[config.mk]
export PLATFORM = sky130hd
export DESIGN_NAME = wlb_div_cell
export DESIGN_NICKNAME = d
export VERILOG_FILES = /design/src/design/wlb_pkg.sv /design/src/design/wlb_div_cell.sv
export SDC_FILE = /design/constraint.sdc
export NUM_CORES = 1
export LEC_CHECK = 0
export BUFFER_PORTS_ARGS = -buffer_cell sky130_fd_sc_hd__clkbuf_2
export CORE_AREA = 2 2 358 360
export DETAILED_ROUTE_END_ITERATION = 8
export DIE_AREA = 0 0 360 362
export SLEW_MARGIN = 20
export SYNTH_ARGS = -nofsm -noshare
export SYNTH_HDL_FRONTEND = slang
export SYNTH_SLANG_ARGS = --single-unit
[constraint.sdc]
create_clock -name clk -period 7.6 [get_ports clk]
set_input_delay 0.38 -clock clk [delete_from_list [all_inputs] [get_ports clk]]
set_output_delay 0.38 -clock clk [all_outputs]
set_load 0.05 [all_outputs]
[src/design/wlb_pkg.sv]
package wlb_pkg;

  // field widths
  localparam int CNT_W  = 32;
  localparam int FRAC_W = 32;
  localparam int Z_W    = 24;
  localparam logic [Z_W-1:0] Z_RESET = 24'd1960000;
  localparam int Z2_W   = 2 * Z_W;

  // ppm squared, ten to the twelfth
  localparam int E_W = 40;
  localparam logic [E_W-1:0] PPM_SQ = 40'd1000000000000;

  // intermediate widths
  localparam int SD_W  = 2 * CNT_W;
  localparam int SE_W  = CNT_W + E_W;
  localparam int NZ_W  = CNT_W + Z2_W;
  localparam int Q_W   = SD_W + E_W + 1;
  localparam int HW    = Z_W;
  localparam int QCH   = (Q_W + HW - 1) / HW;
  localparam int ROW_W = 3 * HW;
  localparam int P_W   = Q_W + Z2_W;
  localparam int M_W   = P_W + 2 * FRAC_W;
  localparam int U_W   = CNT_W + E_W + Z2_W + 2 * FRAC_W + 2;
  localparam int SQ_W  = (U_W + 1) / 2;
  localparam int RAD_W = 2 * SQ_W;
  localparam int RM_W  = SQ_W + 2;
  localparam int T_W   = SQ_W + 1;
  localparam int C_W   = CNT_W + E_W + 2;
  localparam int X_W   = FRAC_W + C_W;
  localparam int QO_W  = FRAC_W + 1;

  // numerator and denominator travelling alongside each request
  typedef struct packed {
    logic           vld;
    logic           bad;
    logic [X_W-1:0] x;
    logic [C_W-1:0] c;
  } side_t;

  // division by the trial count
  typedef struct packed {
    side_t            sd;
    logic [CNT_W-1:0] n;
    logic [CNT_W-1:0] rem;
    logic [M_W-1:0]   sh;
  } div_t;

  // square root digit recurrence
  typedef struct packed {
    side_t             sd;
    logic [RAD_W-1:0]  rad;
    logic [RM_W-1:0]   rem;
    logic [SQ_W-1:0]   root;
  } sqrt_t;

  // final quotient
  typedef struct packed {
    side_t            sd;
    logic [X_W-1:0]   rem;
    logic [X_W-1:0]   dv;
    logic [QO_W-1:0]  q;
  } qd_t;

  typedef struct packed {
    logic [FRAC_W-1:0] frac;
    logic              bad;
  } res_t;

endpackage

[src/design/wlb_div_cell.sv]
module wlb_div_cell (
  input  logic          clk,
  input  logic          rst_n,
  input  logic          en,
  input  wlb_pkg::div_t d_i,
  output wlb_pkg::div_t d_o
);

  logic                  vld_r;
  wlb_pkg::div_t         st_r, st_nxt;
  logic [wlb_pkg::CNT_W:0] t, dif;
  logic                  ge;

  // one quotient bit: bring down the next dividend bit and try the divisor
  always_comb begin
    t      = {d_i.rem, d_i.sh[wlb_pkg::M_W-1]};
    dif    = t - {1'b0, d_i.n};
    ge     = (t >= {1'b0, d_i.n});
    st_nxt = d_i;
    st_nxt.rem = ge ? dif[wlb_pkg::CNT_W-1:0] : t[wlb_pkg::CNT_W-1:0];
    st_nxt.sh  = {d_i.sh[wlb_pkg::M_W-2:0], ge};
  end

  always_ff @(posedge clk) begin
    if (!rst_n) begin
      vld_r <= 1'b0;
    end else if (en) begin
      vld_r <= d_i.sd.vld;
    end
  end

  always_ff @(posedge clk) begin
    if (en) begin
      st_r <= st_nxt;
    end
  end

  always_comb begin
    d_o        = st_r;
    d_o.sd.vld = vld_r;
  end

endmodule

==> results.md <==
- CP required: about 8 ns
- GR Overflow Total: 0
- Total CTS buffers: 57
- Post-synth EDFFs: 462
- Clock-pin slew on the worst setup and hold paths: roughly 0.060 ns
- Via count: 13.35k
- Setup Fix Bufs, Post-CTS: 0
- Post-Synthesis Cells: slightly above 800
- Worst R2R Setup Slack: approximately 6.4 ns
- Commonest register cell after synthesis: edfxtp_1
- Share of cells above drive strength 1: 45.55%
- Startpoint types: input port
- Asr flop ratio synth: 0%
- PwrDens: about 260 nW/um^2
- Final Slew Violations: 0
- Average wire per standard cell: 21.69 um
- Remaining antenna violation count: 0
- Placed cell count: roughly 3.4k
- Die width: ~360 um
- Clk Latency, worst-skew pair: ~0.64 ns
- Final cell count without fillers: just under 4k
- Top layer in use: met5
- Dpl hpwl: ~68000 um
- Fin. Hold Viols: 0
- Vias in the first global route: approximately 14k
- First-pass GRT wire length: between 100000 and 150000 um
- VDD IR max: 0.1852 mV
- Setup Skew: 0 ns
- Setup tns final: 0 ns
- Die area: 130300 sq um
- Pin count of the biggest net entering global routing: 143
- Core area: ~130000 sq um
- # fillers: about 13k
- Worst slew pin tran: 1.043 ns
- Netlist Area Pre-Place: between 15000 and 20000 sq um
- Clk buf depth: 3
- I/O pin cnt: between 900 and 1k
- Status: finished clean
- Crit path DAT: slightly below 5 ns
- DRC: 0
- Clock period minus worst slack: between 4 and 5 ns
- Antenna violations before repair: 55
- Pre-CTS WS: a little over 3 ns
- Clock root buffer: clkbuf_16
- Multi-input gate area: about 2000 sq um
- Post-synthesis sequential area ratio: 86.16%
- # Max-Cap Violations: 0
- Synthesized area per cell: roughly 20 sq um
- Post-synthesis register bit count: approximately 460
- CTS hold repair buffers: between 400 and 500
- Num rows: 131
- Critical Path Fanout Max: 36
- Tot Pwr: between 7000 and 8000 uW
- CTS tree: done
- TritonRoute pass-1 iters: 5
- Initial Utilization: 12.73%
- Highest clock rate: between 200 and 250 MHz
- M1 WL: about 34000 um
- Max_slew headroom: a little under a third
- Crit. End Element: register
- Static Leakage: between 0.01 and 0.015 uW
- Port bufs: just over 900
- # nets final: roughly 2.7k
- Die Height: 362 um
- DRT Wirelength: ~86000 um
- CTS sink count: 463
- Final setup margin: 3.063 ns
- Post-Syn Nets: about 1.3k
- Syn. warnings: 0
- Post-synth cell types: 48
- Met2 wire length: about 40000 um
- Total Routing Usage GR: 12.50%
- Layout area overhead: 81.52%
- Final worst-path cycle share: 59.70%
- GP Congestion: ~0.85
- Iter 0 DRT Violations: 899
- Vias/cell: between 3 and 4
- Critical path type: in2reg
- Register area: 13890 sq um
- H-tree depth: 2
- Hold WC Path Type: in2reg
- Wire length on met3: 8668 um
- Setup-failing EPs final: 0
- RSZ-0062 raised after global routing: false
- Fin util: between 20% and 30%
- Cts repair resizes: 0
-- logic make-up after synthesis --
group	Yosys count	synth area share, %
mux	13	0.8846
xor+xnor	27	1.467
simple gates	99	2.848
flops	463	86.16
fa+ha+maj	33	2.607
buf+inv	56	1.467
compound gates	118	4.563
-- critical path, stage by stage --
cell and delay (ns):
dlygate4sd3_1 0.70, clkbuf_2 0.17, inv_1 0.04, ha_1 0.45, nand4_1 0.27, or4_1 0.54, a21oi_1 0.13, nor3_1 0.12
a211oi_2 0.28, o21ai_2 0.16, o31ai_4 0.73, buf_4 0.52, mux2_2 0.39
-- worst paths after layout --
check / to / from / depth (start not counted)
min: d_o[233]$_DFFE_PP_ / d_i[232] / 3
max reg2reg: vld_r$_SDFFE_PN0P_ / vld_r$_SDFFE_PN0P_ / 3
max: d_o[224]$_DFFE_PP_ / d_i[264] / 13
min reg2reg: vld_r$_SDFFE_PN0P_ / vld_r$_SDFFE_PN0P_ / 3
-- stage by stage --
step	hold WS [ns]	cell area [sq um]
2_1_floorplan	0.4789	16120
3_3_place_gp	0.5023	22830
3_5_place_dp	0.5149	22830
4_1_cts	0.003276	29220
5_1_grt	0.03606	29240
6_report	0.08733	29270
-- registers in the layout, summed over array words and instances (netlist names) --
signal and count:
vld_r 1, d_o 462
-- layout make-up --
type	instances	share of cell area [%]
Antenna cell	18	0.1539
Clock buffer	65	4.976
Clock inverter	42	1.800
Inverter	38	0.4873
Multi-Input combinational cell	290	6.814
Sequential cell	463	47.47
Tap cell	1662	7.105
Timing Repair Buffer	1374	31.20
-- cells in the final DEF (no fill, tap or decap), types with 4 or more instances in the layout --
| cell | instances |
|---|---|
| mux2_1 | 4 |
| a21o_1 | 12 |
| bufinv_16 | 9 |
| clkbuf_1 | 8 |
| clkinvlp_4 | 6 |
| clkbuf_16 | 57 |
| nor2_1 | 36 |
| edfxtp_1 | 462 |
| o211ai_1 | 4 |
| mux2_2 | 6 |
| inv_6 | 7 |
| inv_1 | 38 |
| nand3_1 | 8 |
| a21oi_1 | 54 |
| ha_1 | 32 |
| nor4_1 | 4 |
| clkinv_2 | 8 |
| xnor2_1 | 16 |
| xor2_1 | 11 |
| nand2b_1 | 4 |
| nand4_1 | 7 |
| clkbuf_2 | 927 |
| diode_2 | 18 |
| o21a_1 | 6 |
| clkinv_1 | 8 |
| a31oi_1 | 5 |
| nand2_1 | 27 |
| o21ai_0 | 16 |
| dlygate4sd3_1 | 441 |
-- synth_stat cells (3+ instances only) --
| master | count | area [sq um] |
|---|---|---|
| o211ai_1 | 4 | 30.03 |
| xor2_1 | 11 | 96.34 |
| nand3_1 | 8 | 40.04 |
| a21o_1 | 12 | 90.09 |
| xnor2_1 | 16 | 140.1 |
| mux2_2 | 6 | 67.56 |
| nor4_1 | 4 | 25.02 |
| nand2b_1 | 4 | 25.02 |
| nor2_1 | 36 | 135.1 |
| nor2b_1 | 3 | 18.77 |
| o21a_1 | 6 | 45.04 |
| o21ai_0 | 16 | 80.08 |
| nand2_1 | 27 | 101.4 |
| edfxtp_1 | 462 | 13870 |
| mux2_1 | 4 | 45.04 |
| buf_2 | 8 | 40.04 |
| clkbuf_1 | 5 | 18.77 |
| a31oi_1 | 5 | 31.28 |
| a211oi_1 | 3 | 22.52 |
| mux2i_1 | 3 | 30.03 |
| o21bai_1 | 3 | 22.52 |
| nand4_1 | 7 | 43.79 |
| buf_4 | 4 | 30.03 |
| ha_1 | 32 | 400.4 |
| inv_1 | 38 | 142.6 |
| a21oi_1 | 54 | 270.3 |
-- power by group --
group          switching (uW)  internal (uW)  total [uW]  leakage, uW
logic                    1210            451        1660      0.00679
registers                72.9           3060        3140      0.00453
clock network            1210           1700        2910     0.000949
total                    2490           5210        7700       0.0123
-- metal layers --
layer	track usage, %	vias to the layer above
met3	5.455	128
met5	0	-
met4	3.641	38
li1	-	5997
met2	20.55	691
met1	14.70	6499
(Power assumes the default switching activity.)
