--- config.mk ---
export PLATFORM = sky130hd
export DESIGN_NAME = wlb_qdiv_cell
export DESIGN_NICKNAME = d
export VERILOG_FILES = /design/src/design/wlb_pkg.sv /design/src/design/wlb_qdiv_cell.sv
export SDC_FILE = /design/constraint.sdc
export NUM_CORES = 1
export LEC_CHECK = 0
export BUFFER_PORTS_ARGS = -buffer_cell sky130_fd_sc_hd__buf_4
export CAP_MARGIN = 0
export CORE_AREA = 8 8 327 329
export CTS_CLUSTER_SIZE = 12
export DETAILED_ROUTE_END_ITERATION = 16
export DIE_AREA = 0 0 335 337
export PLACE_DENSITY = 0.49
export SYNTH_ARGS = -nofsm -noshare
export SYNTH_HDL_FRONTEND = slang
export SYNTH_SLANG_ARGS = --single-unit
--- constraint.sdc ---
create_clock -name clk -period 4.82 [get_ports clk]
set_input_delay 0.964 -clock clk [delete_from_list [all_inputs] [get_ports clk]]
set_output_delay 0.964 -clock clk [all_outputs]
set_load 0.005 [all_outputs]
--- src/design/wlb_pkg.sv ---
package wlb_pkg;

  // field widths
  localparam int CNT_W  = 32;
  localparam int FRAC_W = 32;
  localparam int Z_W    = 24;
  localparam logic [Z_W-1:0] Z_RESET = 24'd1960000;
  localparam int Z2_W   = 2 * Z_W;

  // ppm squared, ten to the twelfth
  localparam int E_W = 40;
  localparam logic [E_W-1:0] PPM_SQ = 40'd1000000000000;

  // intermediate widths
  localparam int SD_W  = 2 * CNT_W;
  localparam int SE_W  = CNT_W + E_W;
  localparam int NZ_W  = CNT_W + Z2_W;
  localparam int Q_W   = SD_W + E_W + 1;
  localparam int HW    = Z_W;
  localparam int QCH   = (Q_W + HW - 1) / HW;
  localparam int ROW_W = 3 * HW;
  localparam int P_W   = Q_W + Z2_W;
  localparam int M_W   = P_W + 2 * FRAC_W;
  localparam int U_W   = CNT_W + E_W + Z2_W + 2 * FRAC_W + 2;
  localparam int SQ_W  = (U_W + 1) / 2;
  localparam int RAD_W = 2 * SQ_W;
  localparam int RM_W  = SQ_W + 2;
  localparam int T_W   = SQ_W + 1;
  localparam int C_W   = CNT_W + E_W + 2;
  localparam int X_W   = FRAC_W + C_W;
  localparam int QO_W  = FRAC_W + 1;

  // numerator and denominator travelling alongside each request
  typedef struct packed {
    logic           vld;
    logic           bad;
    logic [X_W-1:0] x;
    logic [C_W-1:0] c;
  } side_t;

  // division by the trial count
  typedef struct packed {
    side_t            sd;
    logic [CNT_W-1:0] n;
    logic [CNT_W-1:0] rem;
    logic [M_W-1:0]   sh;
  } div_t;

  // square root digit recurrence
  typedef struct packed {
    side_t             sd;
    logic [RAD_W-1:0]  rad;
    logic [RM_W-1:0]   rem;
    logic [SQ_W-1:0]   root;
  } sqrt_t;

  // final quotient
  typedef struct packed {
    side_t            sd;
    logic [X_W-1:0]   rem;
    logic [X_W-1:0]   dv;
    logic [QO_W-1:0]  q;
  } qd_t;

  typedef struct packed {
    logic [FRAC_W-1:0] frac;
    logic              bad;
  } res_t;

endpackage

--- src/design/wlb_qdiv_cell.sv ---
module wlb_qdiv_cell (
  input  logic         clk,
  input  logic         rst_n,
  input  logic         en,
  input  wlb_pkg::qd_t d_i,
  output wlb_pkg::qd_t d_o
);

  logic        vld_r;
  wlb_pkg::qd_t st_r, st_nxt;
  logic        ge;

  // one quotient bit against a divisor that halves every cell
  always_comb begin
    ge     = (d_i.rem >= d_i.dv);
    st_nxt = d_i;
    st_nxt.rem = ge ? (d_i.rem - d_i.dv) : d_i.rem;
    st_nxt.dv  = d_i.dv >> 1;
    st_nxt.q   = {d_i.q[wlb_pkg::QO_W-2:0], ge};
  end

  always_ff @(posedge clk) begin
    if (!rst_n) begin
      vld_r <= 1'b0;
    end else if (en) begin
      vld_r <= d_i.sd.vld;
    end
  end

  always_ff @(posedge clk) begin
    if (en) begin
      st_r <= st_nxt;
    end
  end

  always_comb begin
    d_o        = st_r;
    d_o.sd.vld = vld_r;
  end

endmodule

==> impl_table.tex <==
\begin{tabular}{lr}
\hline
Metric & Value \\
\hline
\multicolumn{2}{l}{\textbf{Logic synthesis}} \\
Flops \& latches, synth & $\sim$430 \\
Syn Area/Cell & between 10 and 15 µm² \\
Gate Count Post-Synth & around 1900 \\
Asr flop ratio synth & 0\% \\
Proportion of synthesized chip area in sequential cells & approximately three fifths \\
Count of distinct cell types in the synthesized netlist & 78 \\
Synthesized netlist net count & 2459 \\
Number of synthesized flops with an enable pin & roughly 430 \\
Synthesis Warnings & 0 \\
Cell area after technology mapping & between 20000 and 25000 µm² \\
Leading register cell type out of synthesis & sky130\_fd\_sc\_hd\_\_edfxtp\_1 \\
\multicolumn{2}{l}{\textbf{Drt}} \\
Vias after detailed routing & between 15000 and 20000 \\
Via density per instance & $\sim$4.5 \\
Detailed-route wire length per cell & around 26 µm \\
Aggregate routed wire length & between 100000 and 150000 µm \\
Number of nets with antenna violations after routing & 0 \\
Iteration-0 DRC Markers & about 1200 \\
Remaining routing DRC violations & 0 \\
Number of iterations in the first detailed-routing pass & 5 \\
\multicolumn{2}{l}{\textbf{CTS}} \\
CTS tree & built \\
Worst skew pair latency & 0.61 ns \\
Clock Sink Count & $\sim$430 \\
Number of buffers added by the clock tree synthesis step & 51 \\
Depth of the CTS H-tree & 2 \\
Clock transition at the registers of the reported paths & approximately 0.060 ns \\
Gates resized, CTS repair & 0 \\
Cell at the root of the clock tree & sky130\_fd\_sc\_hd\_\_clkbuf\_16 \\
Post-CTS setup repair buffer count & 0 \\
Hold buffer count at CTS & 0 \\
Max Root-Sink Buffers & 3 \\
\multicolumn{2}{l}{\textbf{Power and ir drop}} \\
Leakage power & about 13 nW \\
Total power divided by cell area & between 300 and 400 nW/µm² \\
Total design power & roughly 11 mW \\
Worst vdd rail ir drop & approximately 0.23 mV \\
\multicolumn{2}{l}{\textbf{Timing}} \\
Final hold violation count & 0 \\
Worst slew margin & between 30\% and 40\% \\
Final Critical Period & around 4.2 ns \\
Setup clock skew after layout & 0 ns \\
Setup violations, final & 0 \\
Unrepaired setup endpoints after global routing & false \\
Post-route clock period utilization & between 80 and 90\% \\
Max Slew Vio Count & 0 \\
Slew at the pin closest to its max-slew limit & 0.913 ns \\
Sum Neg Setup Slack & 0 ns \\
Achievable clock frequency & approximately 240 MHz \\
\multicolumn{2}{l}{\textbf{Die}} \\
DIE HEIGHT & $\sim$340 µm \\
Count of boundary I/O pins & approximately 860 \\
Standard-cell rows & about 120 \\
Core Region & slightly above 100000 µm² \\
Effective utilization at floorplan & about a fifth \\
Floorplan die area & 113000 µm² \\
Chip Width & $\sim$340 µm \\
\multicolumn{2}{l}{\textbf{GRT}} \\
Maximum number of pins on one net before global-route repair & a little over 90 \\
Number of global-route vias before repair & between 15000 and 20000 \\
First-pass GRT wire length & between 100000 and 150000 µm \\
Initial antenna violation count & 15 \\
Global routing usage summed across all routing layers & about 18\% \\
GRT Residual Overflow & 0 \\
\multicolumn{2}{l}{\textbf{Cells and area}} \\
Layout overhead on the synthesized area & 47.3\% \\
Final Instance Count excl. Fillers & $\sim$4300 \\
Proportion of layout cells with a drive suffix above 1 & a little under two fifths \\
Most frequent cells in the layout & sky130\_fd\_sc\_hd\_\_buf\_4 (962), sky130\_fd\_sc\_hd\_\_edfxtp\_1 (425), sky130\_fd\_sc\_hd\_\_a21oi\_1 (255) \\
Post-layout nets & around 3400 \\
Leading cell type in the layout, fill and taps excluded & sky130\_fd\_sc\_hd\_\_buf\_4 \\
\multicolumn{2}{l}{\textbf{Critical path}} \\
Type of destination of the critical path & register \\
Worst path arrival time & $\sim$4.6 ns \\
Crit path required time & between 5 and 6 ns \\
Class of the most critical setup path & in2reg \\
Sort of element at the start of the critical path & primary input \\
Highest fanout seen on the critical path & 9 \\
\multicolumn{2}{l}{\textbf{Placed design}} \\
Final weighted congestion in routability-driven placement & $\sim$0.92 \\
Dpl cells & 4164 \\
Buffers added on ports & 854 \\
HPWL after detailed placement & approximately 90000 µm \\
\multicolumn{2}{l}{\textbf{Run status}} \\
Run status & completed \\
\multicolumn{2}{l}{\textbf{Hold path}} \\
Hold/Removal Path Class & in2reg \\
\multicolumn{2}{l}{\textbf{Job}} \\
Max-cap violation count & 0 \\
\hline
\end{tabular}
-- through the flow --
| step | setup WS [ns] | hold WS, ns | area [µm²] | util (%) |
|---|---|---|---|---|
| 6_report | 0.594 | 0.512 | 31900 | 31.5 |
| 5_1_grt | 0.195 | 0.463 | 31900 | 31.4 |
| 4_1_cts | 0.468 | 0.448 | 31900 | 31.4 |
| 3_5_place_dp | -0.170 | 0.509 | 30300 | 29.9 |
| 3_3_place_gp | -0.202 | 0.502 | 30300 | 29.9 |
| 2_1_floorplan | 1.06 | 0.484 | 21600 | - |
-- cell type report --
class | instances | area (µm²)
diodes | 2 | 5.00
clock buffers | 60 | 1310
clock inverters | 32 | 284
fillers | 10590 | 69400
inverters | 161 | 609
multi-input cells | 1239 | 7780
flip-flops and latches | 426 | 12800
well taps | 1368 | 1710
repair buffers | 970 | 7380
-- path summary, 6_finish.rpt --
path | from | endpoint | slack [ns] | depth (start not counted)
max | d_i[85] | d_o[242]$_DFFE_PP_ | 0.59 | 16
min | d_i[3] | d_o[4]$_DFFE_PP_ | 0.51 | 1
max reg2reg | vld_r$_SDFFE_PN0P_ | vld_r$_SDFFE_PN0P_ | 4.24 | 2
min reg2reg | vld_r$_SDFFE_PN0P_ | vld_r$_SDFFE_PN0P_ | 0.51 | 2
-- cell usage after synthesis, types with 5 or more instances --
master	instances	area (µm²)
sky130_fd_sc_hd__or4_1	7	52.6
sky130_fd_sc_hd__nand4_1	67	419
sky130_fd_sc_hd__o21a_1	14	105
sky130_fd_sc_hd__xnor2_1	52	455
sky130_fd_sc_hd__a21o_1	24	180
sky130_fd_sc_hd__a31oi_1	6	37.5
sky130_fd_sc_hd__and3_1	8	50.1
sky130_fd_sc_hd__nor2_1	163	612
sky130_fd_sc_hd__nand2_1	141	529
sky130_fd_sc_hd__o221ai_1	5	43.8
sky130_fd_sc_hd__nor3_1	23	115
sky130_fd_sc_hd__clkbuf_1	25	93.8
sky130_fd_sc_hd__and2_1	9	56.3
sky130_fd_sc_hd__a211oi_1	11	82.6
sky130_fd_sc_hd__inv_1	160	601
sky130_fd_sc_hd__a21boi_0	11	82.6
sky130_fd_sc_hd__edfxtp_1	425	12800
sky130_fd_sc_hd__o21ai_0	100	500
sky130_fd_sc_hd__o21ai_1	12	60.1
sky130_fd_sc_hd__ha_1	106	1330
sky130_fd_sc_hd__buf_4	7	52.6
sky130_fd_sc_hd__buf_2	59	295
sky130_fd_sc_hd__nand2b_1	5	31.3
sky130_fd_sc_hd__or3_1	6	37.5
sky130_fd_sc_hd__o211ai_1	10	75.1
sky130_fd_sc_hd__o31ai_1	9	67.6
sky130_fd_sc_hd__nor4_1	13	81.3
sky130_fd_sc_hd__o21bai_1	38	285
sky130_fd_sc_hd__a21oi_1	255	1280
sky130_fd_sc_hd__xor2_1	43	377
sky130_fd_sc_hd__nand3_1	31	155
sky130_fd_sc_hd__a221oi_1	5	43.8
-- worst max-delay path: stages --
cell	delay, ns
sky130_fd_sc_hd__buf_4	0.08
sky130_fd_sc_hd__inv_1	0.03
sky130_fd_sc_hd__ha_1	0.48
sky130_fd_sc_hd__nand4_1	0.28
sky130_fd_sc_hd__nor4_2	0.32
sky130_fd_sc_hd__buf_4	0.20
sky130_fd_sc_hd__nand4_1	0.16
sky130_fd_sc_hd__a311oi_1	0.52
sky130_fd_sc_hd__buf_4	0.23
sky130_fd_sc_hd__o21bai_1	0.06
sky130_fd_sc_hd__o221ai_1	0.10
sky130_fd_sc_hd__o21ai_1	0.13
sky130_fd_sc_hd__buf_4	0.17
sky130_fd_sc_hd__o41ai_1	0.40
sky130_fd_sc_hd__xor2_1	0.14
sky130_fd_sc_hd__mux2_2	0.30
-- flip-flops by register name, indices dropped and copies added, names as in the netlist --
signal	count
d_o	425
vld_r	1
-- cells by family (layout without fill, tap and decap cells) --
family / count (synthesis) / in the layout / share of synthesized area [%]
AOI/OAI and AO/OA: 535 / 535 / 14.9
xor gates and xnor gates: 95 / 95 / 3.85
adders and majority gates: 107 / 107 / 6.22
other: 1 / 3 / 0.0173
DFF: 426 / 426 / 59.1
and+or+nand+nor: 495 / 495 / 10.7
muxes: 6 / 6 / 0.306
buffers and inverters: 257 / 1223 / 4.98
-- report_power, final --
part	leakage (nW)	internal [mW]	total [mW]	switching, mW
logic	8.50	1.19	2.64	1.45
registers	4.17	4.50	4.62	0.114
clock network	0.770	2.15	3.82	1.67
-- routing by layer --
layer,vias to the layer above,share of wire (%),track usage (%)
li1,8918,-,-
met1,9244,39,21.1
met2,674,50,32.8
met3,120,8.2,6.12
met4,18,2.7,4.86
met5,-,0.10,0
Power figures use the tool's default switching activity.
