===== src/design/wlb_pkg.sv =====
package wlb_pkg;

  // field widths
  localparam int CNT_W  = 32;
  localparam int FRAC_W = 32;
  localparam int Z_W    = 24;
  localparam logic [Z_W-1:0] Z_RESET = 24'd1960000;
  localparam int Z2_W   = 2 * Z_W;

  // ppm squared, ten to the twelfth
  localparam int E_W = 40;
  localparam logic [E_W-1:0] PPM_SQ = 40'd1000000000000;

  // intermediate widths
  localparam int SD_W  = 2 * CNT_W;
  localparam int SE_W  = CNT_W + E_W;
  localparam int NZ_W  = CNT_W + Z2_W;
  localparam int Q_W   = SD_W + E_W + 1;
  localparam int HW    = Z_W;
  localparam int QCH   = (Q_W + HW - 1) / HW;
  localparam int ROW_W = 3 * HW;
  localparam int P_W   = Q_W + Z2_W;
  localparam int M_W   = P_W + 2 * FRAC_W;
  localparam int U_W   = CNT_W + E_W + Z2_W + 2 * FRAC_W + 2;
  localparam int SQ_W  = (U_W + 1) / 2;
  localparam int RAD_W = 2 * SQ_W;
  localparam int RM_W  = SQ_W + 2;
  localparam int T_W   = SQ_W + 1;
  localparam int C_W   = CNT_W + E_W + 2;
  localparam int X_W   = FRAC_W + C_W;
  localparam int QO_W  = FRAC_W + 1;

  // numerator and denominator travelling alongside each request
  typedef struct packed {
    logic           vld;
    logic           bad;
    logic [X_W-1:0] x;
    logic [C_W-1:0] c;
  } side_t;

  // division by the trial count
  typedef struct packed {
    side_t            sd;
    logic [CNT_W-1:0] n;
    logic [CNT_W-1:0] rem;
    logic [M_W-1:0]   sh;
  } div_t;

  // square root digit recurrence
  typedef struct packed {
    side_t             sd;
    logic [RAD_W-1:0]  rad;
    logic [RM_W-1:0]   rem;
    logic [SQ_W-1:0]   root;
  } sqrt_t;

  // final quotient
  typedef struct packed {
    side_t            sd;
    logic [X_W-1:0]   rem;
    logic [X_W-1:0]   dv;
    logic [QO_W-1:0]  q;
  } qd_t;

  typedef struct packed {
    logic [FRAC_W-1:0] frac;
    logic              bad;
  } res_t;

endpackage


===== src/design/wlb_sqrt_cell.sv =====
module wlb_sqrt_cell (
  input  logic           clk,
  input  logic           rst_n,
  input  logic           en,
  input  wlb_pkg::sqrt_t d_i,
  output wlb_pkg::sqrt_t d_o
);

  logic                       vld_r;
  wlb_pkg::sqrt_t             st_r, st_nxt;
  logic [wlb_pkg::RM_W+1:0]   t, trial, dif;
  logic                       ge;

  // one root bit: bring down two radicand bits, try 4r+1
  always_comb begin
    t      = {d_i.rem, d_i.rad[wlb_pkg::RAD_W-1 -: 2]};
    trial  = (wlb_pkg::RM_W+2)'({d_i.root, 2'b01});
    dif    = t - trial;
    ge     = (t >= trial);
    st_nxt = d_i;
    st_nxt.rem  = ge ? dif[wlb_pkg::RM_W-1:0] : t[wlb_pkg::RM_W-1:0];
    st_nxt.root = {d_i.root[wlb_pkg::SQ_W-2:0], ge};
    st_nxt.rad  = {d_i.rad[wlb_pkg::RAD_W-3:0], 2'b00};
  end

  always_ff @(posedge clk) begin
    if (!rst_n) begin
      vld_r <= 1'b0;
    end else if (en) begin
      vld_r <= d_i.sd.vld;
    end
  end

  always_ff @(posedge clk) begin
    if (en) begin
      st_r <= st_nxt;
    end
  end

  always_comb begin
    d_o        = st_r;
    d_o.sd.vld = vld_r;
  end

endmodule


===== config.mk =====
export PLATFORM = sky130hd
export DESIGN_NAME = wlb_sqrt_cell
export DESIGN_NICKNAME = d
export VERILOG_FILES = /design/src/design/wlb_pkg.sv /design/src/design/wlb_sqrt_cell.sv
export SDC_FILE = /design/constraint.sdc
export NUM_CORES = 1
export LEC_CHECK = 0
export ABC_AREA = 1
export BUFFER_PORTS_ARGS = -buffer_cell sky130_fd_sc_hd__buf_2
export CAP_MARGIN = 25
export CORE_AREA = 10 10 421 423
export CTS_BUF_LIST = sky130_fd_sc_hd__clkbuf_8
export CTS_CLUSTER_DIAMETER = 150
export DETAILED_ROUTE_END_ITERATION = 12
export DIE_AREA = 0 0 431 433
export PLACE_DENSITY = 0.42
export SETUP_SLACK_MARGIN = 0.02
export SYNTH_ARGS = -nofsm -noshare
export SYNTH_HDL_FRONTEND = slang
export SYNTH_SLANG_ARGS = --single-unit

===== constraint.sdc =====
create_clock -name clk -period 2.35 [get_ports clk]
set_input_delay 0.47 -clock clk [delete_from_list [all_inputs] [get_ports clk]]
set_output_delay 0.47 -clock clk [all_outputs]
set_load 0.02 [all_outputs]

==> impl_metrics.tcl, run 1 <==
set metrics [dict create \
    wl_per_cell_um 26.4 \
    dp.cells 6954 \
    htreeDepth 3 \
    grt_pass1_wl_um 266000 \
    synthToLayoutAreaGrowth_pct 72.3 \
    drive_gt1_share_pct 33.6 \
    tightest_slew_ns 0.522 \
    p_leak_nw 24.1 \
    ios 1115 \
    r2r-start "vld_r" \
    cts_buffers 107 \
    synth_compound_area_share_pct 1.34 \
    synth_top_family_by_area "simple AND/OR/NAND/NOR gates" \
    cp.arrival_ns 2.90 \
    max-vdd-ir-drop_uv 445 \
    power_mw 30.3 \
    drt-pass1-iter-count 8 \
    die-area_um2 187000 \
    stdcell_count 7736 \
    routed_wl_um 204000 \
    cts.sinks 554 \
    worst_setup_path_start_kind "input port" \
    path_max_fanout 3 \
    dr_total_vias 30600 \
    fin_ws_ns 0.0800 \
    clockBufferDepth 3 \
    final_util_pct 28.9 \
    place.gp.congestion 0.975 \
    pre_cts_slack_ns -0.909 \
    yosysSeqAreaShare_pct 58.7 \
    slew-limit-headroom_pct 65.2 \
    ys_warn_count 0 \
    synthAdderAreaFrac_pct 4.20 \
    ant_nets 0 \
    grtUsageTotal_pct 20.8 \
    max_freq_mhz 441 \
    p_per_area_nw_per_um2 622 \
    drt_iter0_markers 1923 \
    reg2reg_to "vld_r" \
    first_global_vias 31400 \
    worstRegToRegCells 3 \
    ys_types 32 \
    via_per_inst 3.95 \
    min_period_ns 2.27 \
    r2r_slack_ns 1.15 \
    maxSlewViolCount 0 \
    syn_avg_cell_area_um2 8.89 \
    maxCapViolCount 0 \
    synth_xor_area_share_pct 1.70 \
    initial_core_util_pct 16.8 \
    clock_skew_ns 0 \
    worstPathRequired_ns 2.98 \
    yosysTopAreaCell "edfxtp_1" \
    dp_hpwl_um 174000 \
    grt.overflow.total 0 \
    synth_simple_gate_area_share_pct 24.2 \
    min_to "d_o[144]" \
    chipWidth_um 431 \
    final_hold_viol_count 0 \
    yosysTopAreaCellShare_pct 58.7 \
    cts_tree "done" \
    fin_nets 6056 \
    portBuffers 1112 \
    hold_depth 4 \
    ys_seq_elements 554 \
    coreArea_um2 169000 \
    critPathCaptureType "flop" \
    worstSetupPathType "in2reg" \
    hp-class "in2reg" \
    drc 0 \
    ys_top_cells_by_area "edfxtp_1 (59%), nand2_1 (16%), inv_1 (8.7%), ha_1 (4.2%), nor2_1 (2.9%)" \
    hold_path_startpoint "d_i[142]" \
    setup_viol 0 \
    grt_max_degree 52 \
    run_status "complete, no violations" \
    clockRootBuffer "clkbuf_8" \
    final.period_utilization_pct 96.6 \
    antenna_found_initial 103 \
    die_h_um 433 \
    clock_latency_ns 0.84 \
    postSynthCellCount 3183 \
    synth.mux.area_fraction_pct 0 \
    fillers 18400 \
    clk_pin_slew_ns 0.06 \
    final_common_cell "nand2_1" \
    final_cell_mix "nand2_1 (1214), buf_2 (1111), inv_1 (696)" \
    num_rows 151 \
    netlist_area_um2 28300 \
    rsz0062_at_grt "yes" \
]
==> cell type report <==
| type | count | area (um^2) | share of cell area (%) |
|---|---|---|---|
| Sequential cell | 554 | 16600 | 34.1 |
| Timing Repair Buffer | 2152 | 15100 | 31.0 |
| Multi-Input combinational cell | 1909 | 9680 | 19.9 |
| Tap cell | 2218 | 2780 | 5.69 |
| Inverter | 678 | 2550 | 5.22 |
| Clock buffer | 107 | 1470 | 3.02 |
| Clock inverter | 83 | 449 | 0.921 |
| Antenna cell | 35 | 87.6 | 0.180 |
==> per-stage QoR <==
step | hold slack, ns | area (um^2) | setup TNS, ns
final | 0.108 | 48800 | 0
after global routing | 0.0740 | 48700 | 0
after CTS | 0.00594 | 48600 | 0
after detailed placement | 0.549 | 41100 | -76.72
after global placement | 0.523 | 41100 | -78.22
after floorplan | 0.502 | 29100 | 0
==> repair_timing <==
item / in CTS / in global routing
gates resized for setup: 0 / 9
setup endpoints to repair: 0 / 82
hold buffers: 554 / 0
buffers inserted: 0 / 3
hold endpoints to repair: 556 / 0
==> power by group <==
group	switching (mW)	internal (mW)
logic	5.42	3.30
registers	0.347	12.0
clock network	4.80	4.47
total	10.6	19.7
==> Yosys cell counts <==
library cell	number
a21oi_1	58
a21oi_2	1
and2_1	9
buf_2	23
buf_4	3
buf_6	5
clkbuf_1	12
clkinv_1	3
conb_1	1
dfxtp_1	1
edfxtp_1	553
ha_1	95
inv_1	659
inv_2	16
nand2_1	1222
nand2_2	2
nand3_1	90
nand3_2	3
nand4_1	115
nand4_2	1
nor2_1	220
nor2_2	7
nor3_1	13
nor4_1	1
nor4_2	1
nor4b_1	1
o21a_1	1
o21ai_0	4
o21bai_1	7
or2_2	1
xnor2_1	1
xor2_1	54
==> worst max-delay path, stage by stage <==
cell     delay [ns]
buf_2          0.20
inv_1          0.14
ha_4           0.26
nand2_1        0.11
buf_4          0.12
nor2_1         0.04
inv_1          0.07
nor2_1         0.05
buf_4          0.15
a21oi_1        0.34
buf_4          0.20
nor2_1         0.04
nor2_1         0.23
buf_4          0.17
nand2_1        0.05
nand2_1        0.06
nand2_1        0.06
nand2_1        0.06
nand2_1        0.05
==> registers in the layout, indices dropped and copies added, names as in the netlist <==
signal,count
d_o,553
vld_r,1
==> worst max path at each step <==
| stage | from | endpoint | slack, ns | depth (start not counted) |
|---|---|---|---|---|
| after global routing | d_i[37] | d_o[182] | 0.003 | 18 |
| after detailed placement | d_i[78] | d_o[177] | -0.91 | 14 |
| after global placement | d_i[78] | d_o[172] | -0.91 | 14 |
| after CTS | d_i[78] | d_o[182] | 0.08 | 14 |
| after floorplan | d_i[75] | d_o[105] | 0.02 | 13 |
| final | d_i[37] | d_o[156] | 0.08 | 19 |
==> logic make-up (layout without fill, tap and decap cells) <==
logic type	after synthesis	count (layout)
simple gates	1686	1686
buf+inv	721	3020
flops	554	554
fa+ha+maj	95	95
compound gates	71	71
xor+xnor	55	55
other cells	1	37
==> layer usage <==
| layer | routed length (um) | vias to the layer above | share of wire, % | GRT usage, % |
|---|---|---|---|---|
| met5 | 349 | - | 0.17 | 0 |
| met4 | 7680 | 58 | 3.8 | 7.59 |
| met3 | 12100 | 307 | 5.9 | 4.74 |
| met2 | 108000 | 1085 | 53 | 39.6 |
| met1 | 75500 | 14600 | 37 | 22.3 |
| li1 | - | 14500 | - | - |
(Power assumes the default switching activity.)
==> inputs of run 2 (changes only) <==
--- a/config.mk
+++ b/config.mk
@@ -6,7 +6,7 @@
 export NUM_CORES = 1
 export LEC_CHECK = 0
 export ABC_AREA = 1
-export BUFFER_PORTS_ARGS = -buffer_cell sky130_fd_sc_hd__buf_2
+export BUFFER_PORTS_ARGS = -buffer_cell sky130_fd_sc_hd__buf_4
 export CAP_MARGIN = 25
 export CORE_AREA = 10 10 421 423
 export CTS_BUF_LIST = sky130_fd_sc_hd__clkbuf_8
==> run 2 against run 1 <==
Sequential power hardly changed; clock skew is the same; setup slack improved by 0.0023 ns; critical endpoint is now d_o[153]; largest power group unchanged.
==> impl_metrics.tcl, run 2 (synthesis results as in run 1) <==
set metrics [dict create \
    slew-limit-headroom_pct 59.8 \
    clk_pin_slew_ns 0.05 \
    grt_max_degree 87 \
    slowest_delay_ns 0.55 \
    pre_cts_slack_ns -0.862 \
    routed_wl_um 205000 \
    ios 1115 \
    hp-class "in2reg" \
    antenna_found_initial 81 \
    worst_setup_path_start_kind "input port" \
    critPathBufInv 4 \
    p_leak_nw 25.0 \
    crit_path_end "d_o[153]" \
    dp_hpwl_um 175000 \
    fillers 18200 \
    cts_tree "done" \
    fin_nets 6028 \
    setup_viol 0 \
    cts.sinks 554 \
    final_common_cell "buf_4" \
    worstPathRequired_ns 2.96 \
    fin_ws_ns 0.0823 \
    p_per_area_nw_per_um2 619 \
    tightest_slew_ns 0.598 \
    worstRegToRegCells 3 \
    wl_per_cell_um 26.6 \
    die-area_um2 187000 \
    r2r_slack_ns 1.16 \
    clockRootBuffer "clkbuf_8" \
    drive_gt1_share_pct 33.6 \
    drt-pass1-iter-count 5 \
    synthToLayoutAreaGrowth_pct 81.9 \
    first_global_vias 31100 \
    run_status "complete, no violations" \
    ant_nets 0 \
    cpMostUsedCell "nand2_1" \
    final_hold_viol_count 0 \
    maxCapViolCount 0 \
    final_util_pct 30.5 \
    max-vdd-ir-drop_uv 392 \
    maxSlewViolCount 0 \
    worstSetupPathType "in2reg" \
    num_rows 151 \
    drt_iter0_markers 2007 \
    cp.arrival_ns 2.87 \
    final.period_utilization_pct 96.5 \
    chipWidth_um 431 \
    critPathCaptureType "flop" \
    path_cells "dlygate4sd3_1, buf_4, inv_1, ha_1, inv_1, nand2_1, nand2_1, and2_1, nand2_1, nand3_2, nand2_1, nand2_1, nand2_1, nand3_1, nand2_1, nand2_2, nand2_1, nand2_1" \
    rsz0062_at_grt "no" \
    clock_latency_ns 0.84 \
    via_per_inst 3.92 \
    cp_slowest_cell "dlygate4sd3_1" \
    clock_skew_ns 0 \
    critPathLaunch "d_i[372]" \
    clockBufferDepth 3 \
    portBuffers 1112 \
    cts_buffers 109 \
    final_cell_mix "buf_4 (1545), nand2_1 (1209), inv_1 (687)" \
    htreeDepth 3 \
    reg2reg_to "vld_r" \
    drc 0 \
    r2r-start "vld_r" \
    min_period_ns 2.27 \
    crit_family "simple AND/OR/NAND/NOR gates" \
    path_max_fanout 4 \
    max_freq_mhz 441 \
    place.gp.congestion 0.961 \
    coreArea_um2 169000 \
    die_h_um 433 \
    dr_total_vias 30200 \
    path_depth 18 \
    whs_ns 0.110 \
    grt_pass1_wl_um 268000 \
    largest_reg_flops 553 \
    grt.overflow.total 0 \
    initial_core_util_pct 16.8 \
    grtUsageTotal_pct 21.0 \
]
run 2: through the flow:
step	instance area [um^2]	std cells	total power, mW	TNS (ns)
global route	51400	7697	33.3	0
finish	51500	7715	31.8	0
detailed placement	43700	6930	21.2	-70.41
floorplan	29100	3184	15.8	0
global placement	43700	6930	21.3	-69.93
CTS	51300	7676	32.4	0
run 2: layer usage:
layer  share of wire (%)  track usage [%]  vias up
li1                    -                -    14500
met1                  37             22.5    14300
met2                  52             38.6     1073
met3                 6.4             5.41      331
met4                 4.9             9.25       50
met5                0.14                0        -
run 2: how the worst min path moves through the flow:
stage | start | end | slack (ns) | cells after the start
finish | d_i[140] | d_o[142] | 0.11 | 3
global route | d_i[96] | d_o[98] | 0.04 | 4
CTS | d_i[140] | d_o[142] | 0.005 | 3
detailed placement | vld_r | vld_r | 0.55 | 2
global placement | vld_r | vld_r | 0.53 | 2
floorplan | vld_r | vld_r | 0.50 | 2
run 2: worst register-to-register path, stage by stage, from the launching register on:
cell and delay (ns):
dfxtp_1 0.31, o21ai_0 0.16, a21oi_1 0.06, dlygate4sd3_1 0.55
run 2: report_power, final:
group / switching, mW / total, mW / internal, mW
combinational: 5.49 / 9.51 / 4.02
clock: 4.97 / 10.0 / 5.03
sequential: 0.367 / 12.3 / 12.0
run 2: timing repair:
item | CTS | global route
buffers inserted | 0 | 1
hold endpoints to repair | 558 | 0
hold buffers | 550 | 0
gates resized for setup | 0 | 19
endpoints found under the setup margin | 0 | 36
run 2: cell type report:
cell class / count / area, um^2 / area share, %
repair buffers: 2122 / 17600 / 34.2
flip-flops and latches: 554 / 16600 / 32.3
multi-input cells: 1909 / 9730 / 18.9
well taps: 2218 / 2780 / 5.39
inverters: 678 / 2550 / 4.95
clock buffers: 109 / 1500 / 2.91
clock inverters: 87 / 584 / 1.13
diodes: 38 / 95.1 / 0.185
==> inputs of run 3 (changes only) <==
--- a/config.mk
+++ b/config.mk
@@ -8,13 +8,14 @@
 export ABC_AREA = 1
 export BUFFER_PORTS_ARGS = -buffer_cell sky130_fd_sc_hd__buf_4
 export CAP_MARGIN = 25
-export CORE_AREA = 10 10 421 423
+export CORE_AREA = 10 10 426 428
 export CTS_BUF_LIST = sky130_fd_sc_hd__clkbuf_8
 export CTS_CLUSTER_DIAMETER = 150
 export DETAILED_ROUTE_END_ITERATION = 12
-export DIE_AREA = 0 0 431 433
+export DIE_AREA = 0 0 436 438
 export PLACE_DENSITY = 0.42
 export SETUP_SLACK_MARGIN = 0.02
 export SYNTH_ARGS = -nofsm -noshare
 export SYNTH_HDL_FRONTEND = slang
 export SYNTH_SLANG_ARGS = --single-unit
+export TNS_END_PERCENT = 10
==> run 3 against run 2 <==
Critical path type unchanged; clock power fell by 4%; final area increased by 1.0%; highest routed layer unchanged; sequential power about the same; wire length down 0.35%; sequential share of layout area decreased by 0.32 points; count of clock-buffer cells in the layout is 3 higher; die area up 2.3%.
==> impl_metrics.tcl, run 3 (synthesis results as in run 1) <==
set metrics [dict create \
    run_status "complete, no violations" \
    final_util_pct 30.1 \
    use_met1_pct 22.1 \
    p_sw_mw 10.7 \
    critPathCaptureType "flop" \
    clock_skew_ns 0 \
    chipWidth_um 436 \
    hp-class "in2reg" \
    fin_ws_ns 0.0311 \
    routed_wl_um 205000 \
    maxSlewViolCount 0 \
    antenna_found_initial 89 \
    drive_gt1_share_pct 34.3 \
    final_cell_mix "buf_4 (1574), nand2_1 (1200), inv_1 (694)" \
    worstPathRequired_ns 2.96 \
    path_max_fanout 4 \
    dr_total_vias 30400 \
    hold_path_startpoint "d_i[169]" \
    setup_viol 0 \
    r2r-start "vld_r" \
    die-area_um2 191000 \
    cts_buffers 108 \
    clk_pin_slew_ns 0.07 \
    final_common_cell "buf_4" \
    ant_nets 0 \
    combPwrFrac_pct 30.3 \
    cts_tree "done" \
    synthToLayoutAreaGrowth_pct 83.8 \
    min_period_ns 2.32 \
    stdcell_count 7869 \
    switching_share_pct 34.1 \
    via_per_inst 3.86 \
    pre_cts_slack_ns -0.783 \
    power_mw 31.5 \
    final.period_utilization_pct 98.7 \
    share_clk_of_total_power_pct 30.4 \
    path_cells "dlygate4sd3_1, buf_4, inv_1, ha_1, inv_1, nand2_1, nand2_1, and2_1, nand3_1, nand3_2, buf_4, nand2_1, nand3_1, xor2_1, nand2_1, nand2_1" \
    worstSetupPathType "in2reg" \
    worst_setup_path_start_kind "input port" \
    grt_util_met3_pct 4.17 \
    drt_iter0_markers 1820 \
    first_global_vias 31100 \
    p_seq_share_pct 39.3 \
    clock_latency_ns 0.83 \
    fin_nets 6067 \
    grt_max_degree 99 \
    setup_tns_ns 0 \
    grtUsageTotal_pct 20.4 \
    max-vdd-ir-drop_uv 411 \
    p_int_mw 20.7 \
    portBuffers 1112 \
    critPathLaunch "d_i[373]" \
    num_rows 153 \
    die_h_um 438 \
    cts.sinks 554 \
    ios 1115 \
    p_per_area_nw_per_um2 605 \
    fillers 18700 \
    grt.overflow.total 0 \
    clockRootBuffer "clkbuf_8" \
    critPathBufInv 5 \
    clockBufferDepth 3 \
    largest_reg_flops 553 \
    rsz0062_at_grt "yes" \
    cpMostUsedCell "nand2_1" \
    final_hold_viol_count 0 \
    wl_per_cell_um 26.0 \
    htreeDepth 3 \
    drt-pass1-iter-count 5 \
    slowest_delay_ns 0.55 \
    initial_core_util_pct 16.4 \
    coreArea_um2 173000 \
    max_freq_mhz 431 \
    maxCapViolCount 0 \
    drc 0 \
    grt_pass1_wl_um 268000 \
    cp.arrival_ns 2.93 \
    crit_family "buffers and inverters" \
    place.gp.congestion 0.950 \
    p_leak_nw 25.2 \
    grt_use_met2_pct 39.1 \
    cp_slowest_cell "dlygate4sd3_1" \
    dp.cells 7067 \
    busiest_layer "met2" \
    dp_hpwl_um 174000 \
    slew-limit-headroom_pct 56.3 \
    tightest_slew_ns 0.656 \
]
==> run 3: cell count changes in the layout (fill, tap and decap cells not counted), sizes merged <==
| cell | change |
|---|---|
| buf | +35 |
| inv | +7 |
| clkbuf | +5 |
| bufinv | -4 |
| clkinv | +3 |
| dlygate4sd3 | +3 |
| clkinvlp | -1 |
| diode | -1 |
==> run 3: power groups by stage <==
| stage | clock network [mW] | logic (mW) | registers, mW |
|---|---|---|---|
| 2_1_floorplan | 0 | 2.20 | 13.6 |
| 3_3_place_gp | 0 | 8.73 | 12.6 |
| 3_5_place_dp | 0 | 8.72 | 12.5 |
| 4_1_cts | 10.0 | 9.65 | 12.4 |
| 5_1_grt | 10.4 | 10.1 | 12.4 |
| 6_report | 9.58 | 9.52 | 12.4 |
==> run 3: path summary, 6_finish.rpt <==
path         endpoint  slack [ns]  depth (start not counted)
max          d_o[145]        0.03                         16
min reg2reg     vld_r        1.10                          3
min          d_o[171]        0.14                          4
max reg2reg     vld_r        1.17                          3
==> run 3: repair_timing <==
action                                  in CTS  in global routing
endpoints found under the setup margin       0                 95
resized for setup                            0                 42
hold buffers                               553                  0
setup buffers                                0                  6
endpoints found under the hold margin      557                  0
==> run 3: through the flow <==
stage               hold WS, ns  cell area (um^2)
floorplan                 0.502             29000
global placement          0.529             44100
detailed placement        0.543             44100
CTS                     0.00985             51600
global route             0.0926             52000
finish                    0.141             52000
==> run 3: final cells by class <==
type                    count  area, um^2  share of cell area (%)
repair buffers           2162       18000                    34.6
flip-flops and latches    554       16600                    32.0
multi-input cells        1909        9790                    18.8
well taps                2325        2910                    5.59
inverters                 678        2550                    4.90
clock buffers             112        1540                    2.96
clock inverters            92         485                   0.934
diodes                     37        92.6                   0.178
==> run 3: worst min-delay path: stages <==
cell and delay [ns]:
buf_4 0.11, buf_4 0.13, nand4_1 0.10, nand2_1 0.10
==> run 3: metal layers <==
| layer | vias up | routed length (um) |
|---|---|---|
| met5 | - | 185 |
| met4 | 30 | 6570 |
| met3 | 245 | 11100 |
| met2 | 1036 | 110000 |
| met1 | 14500 | 76700 |
| li1 | 14500 | - |
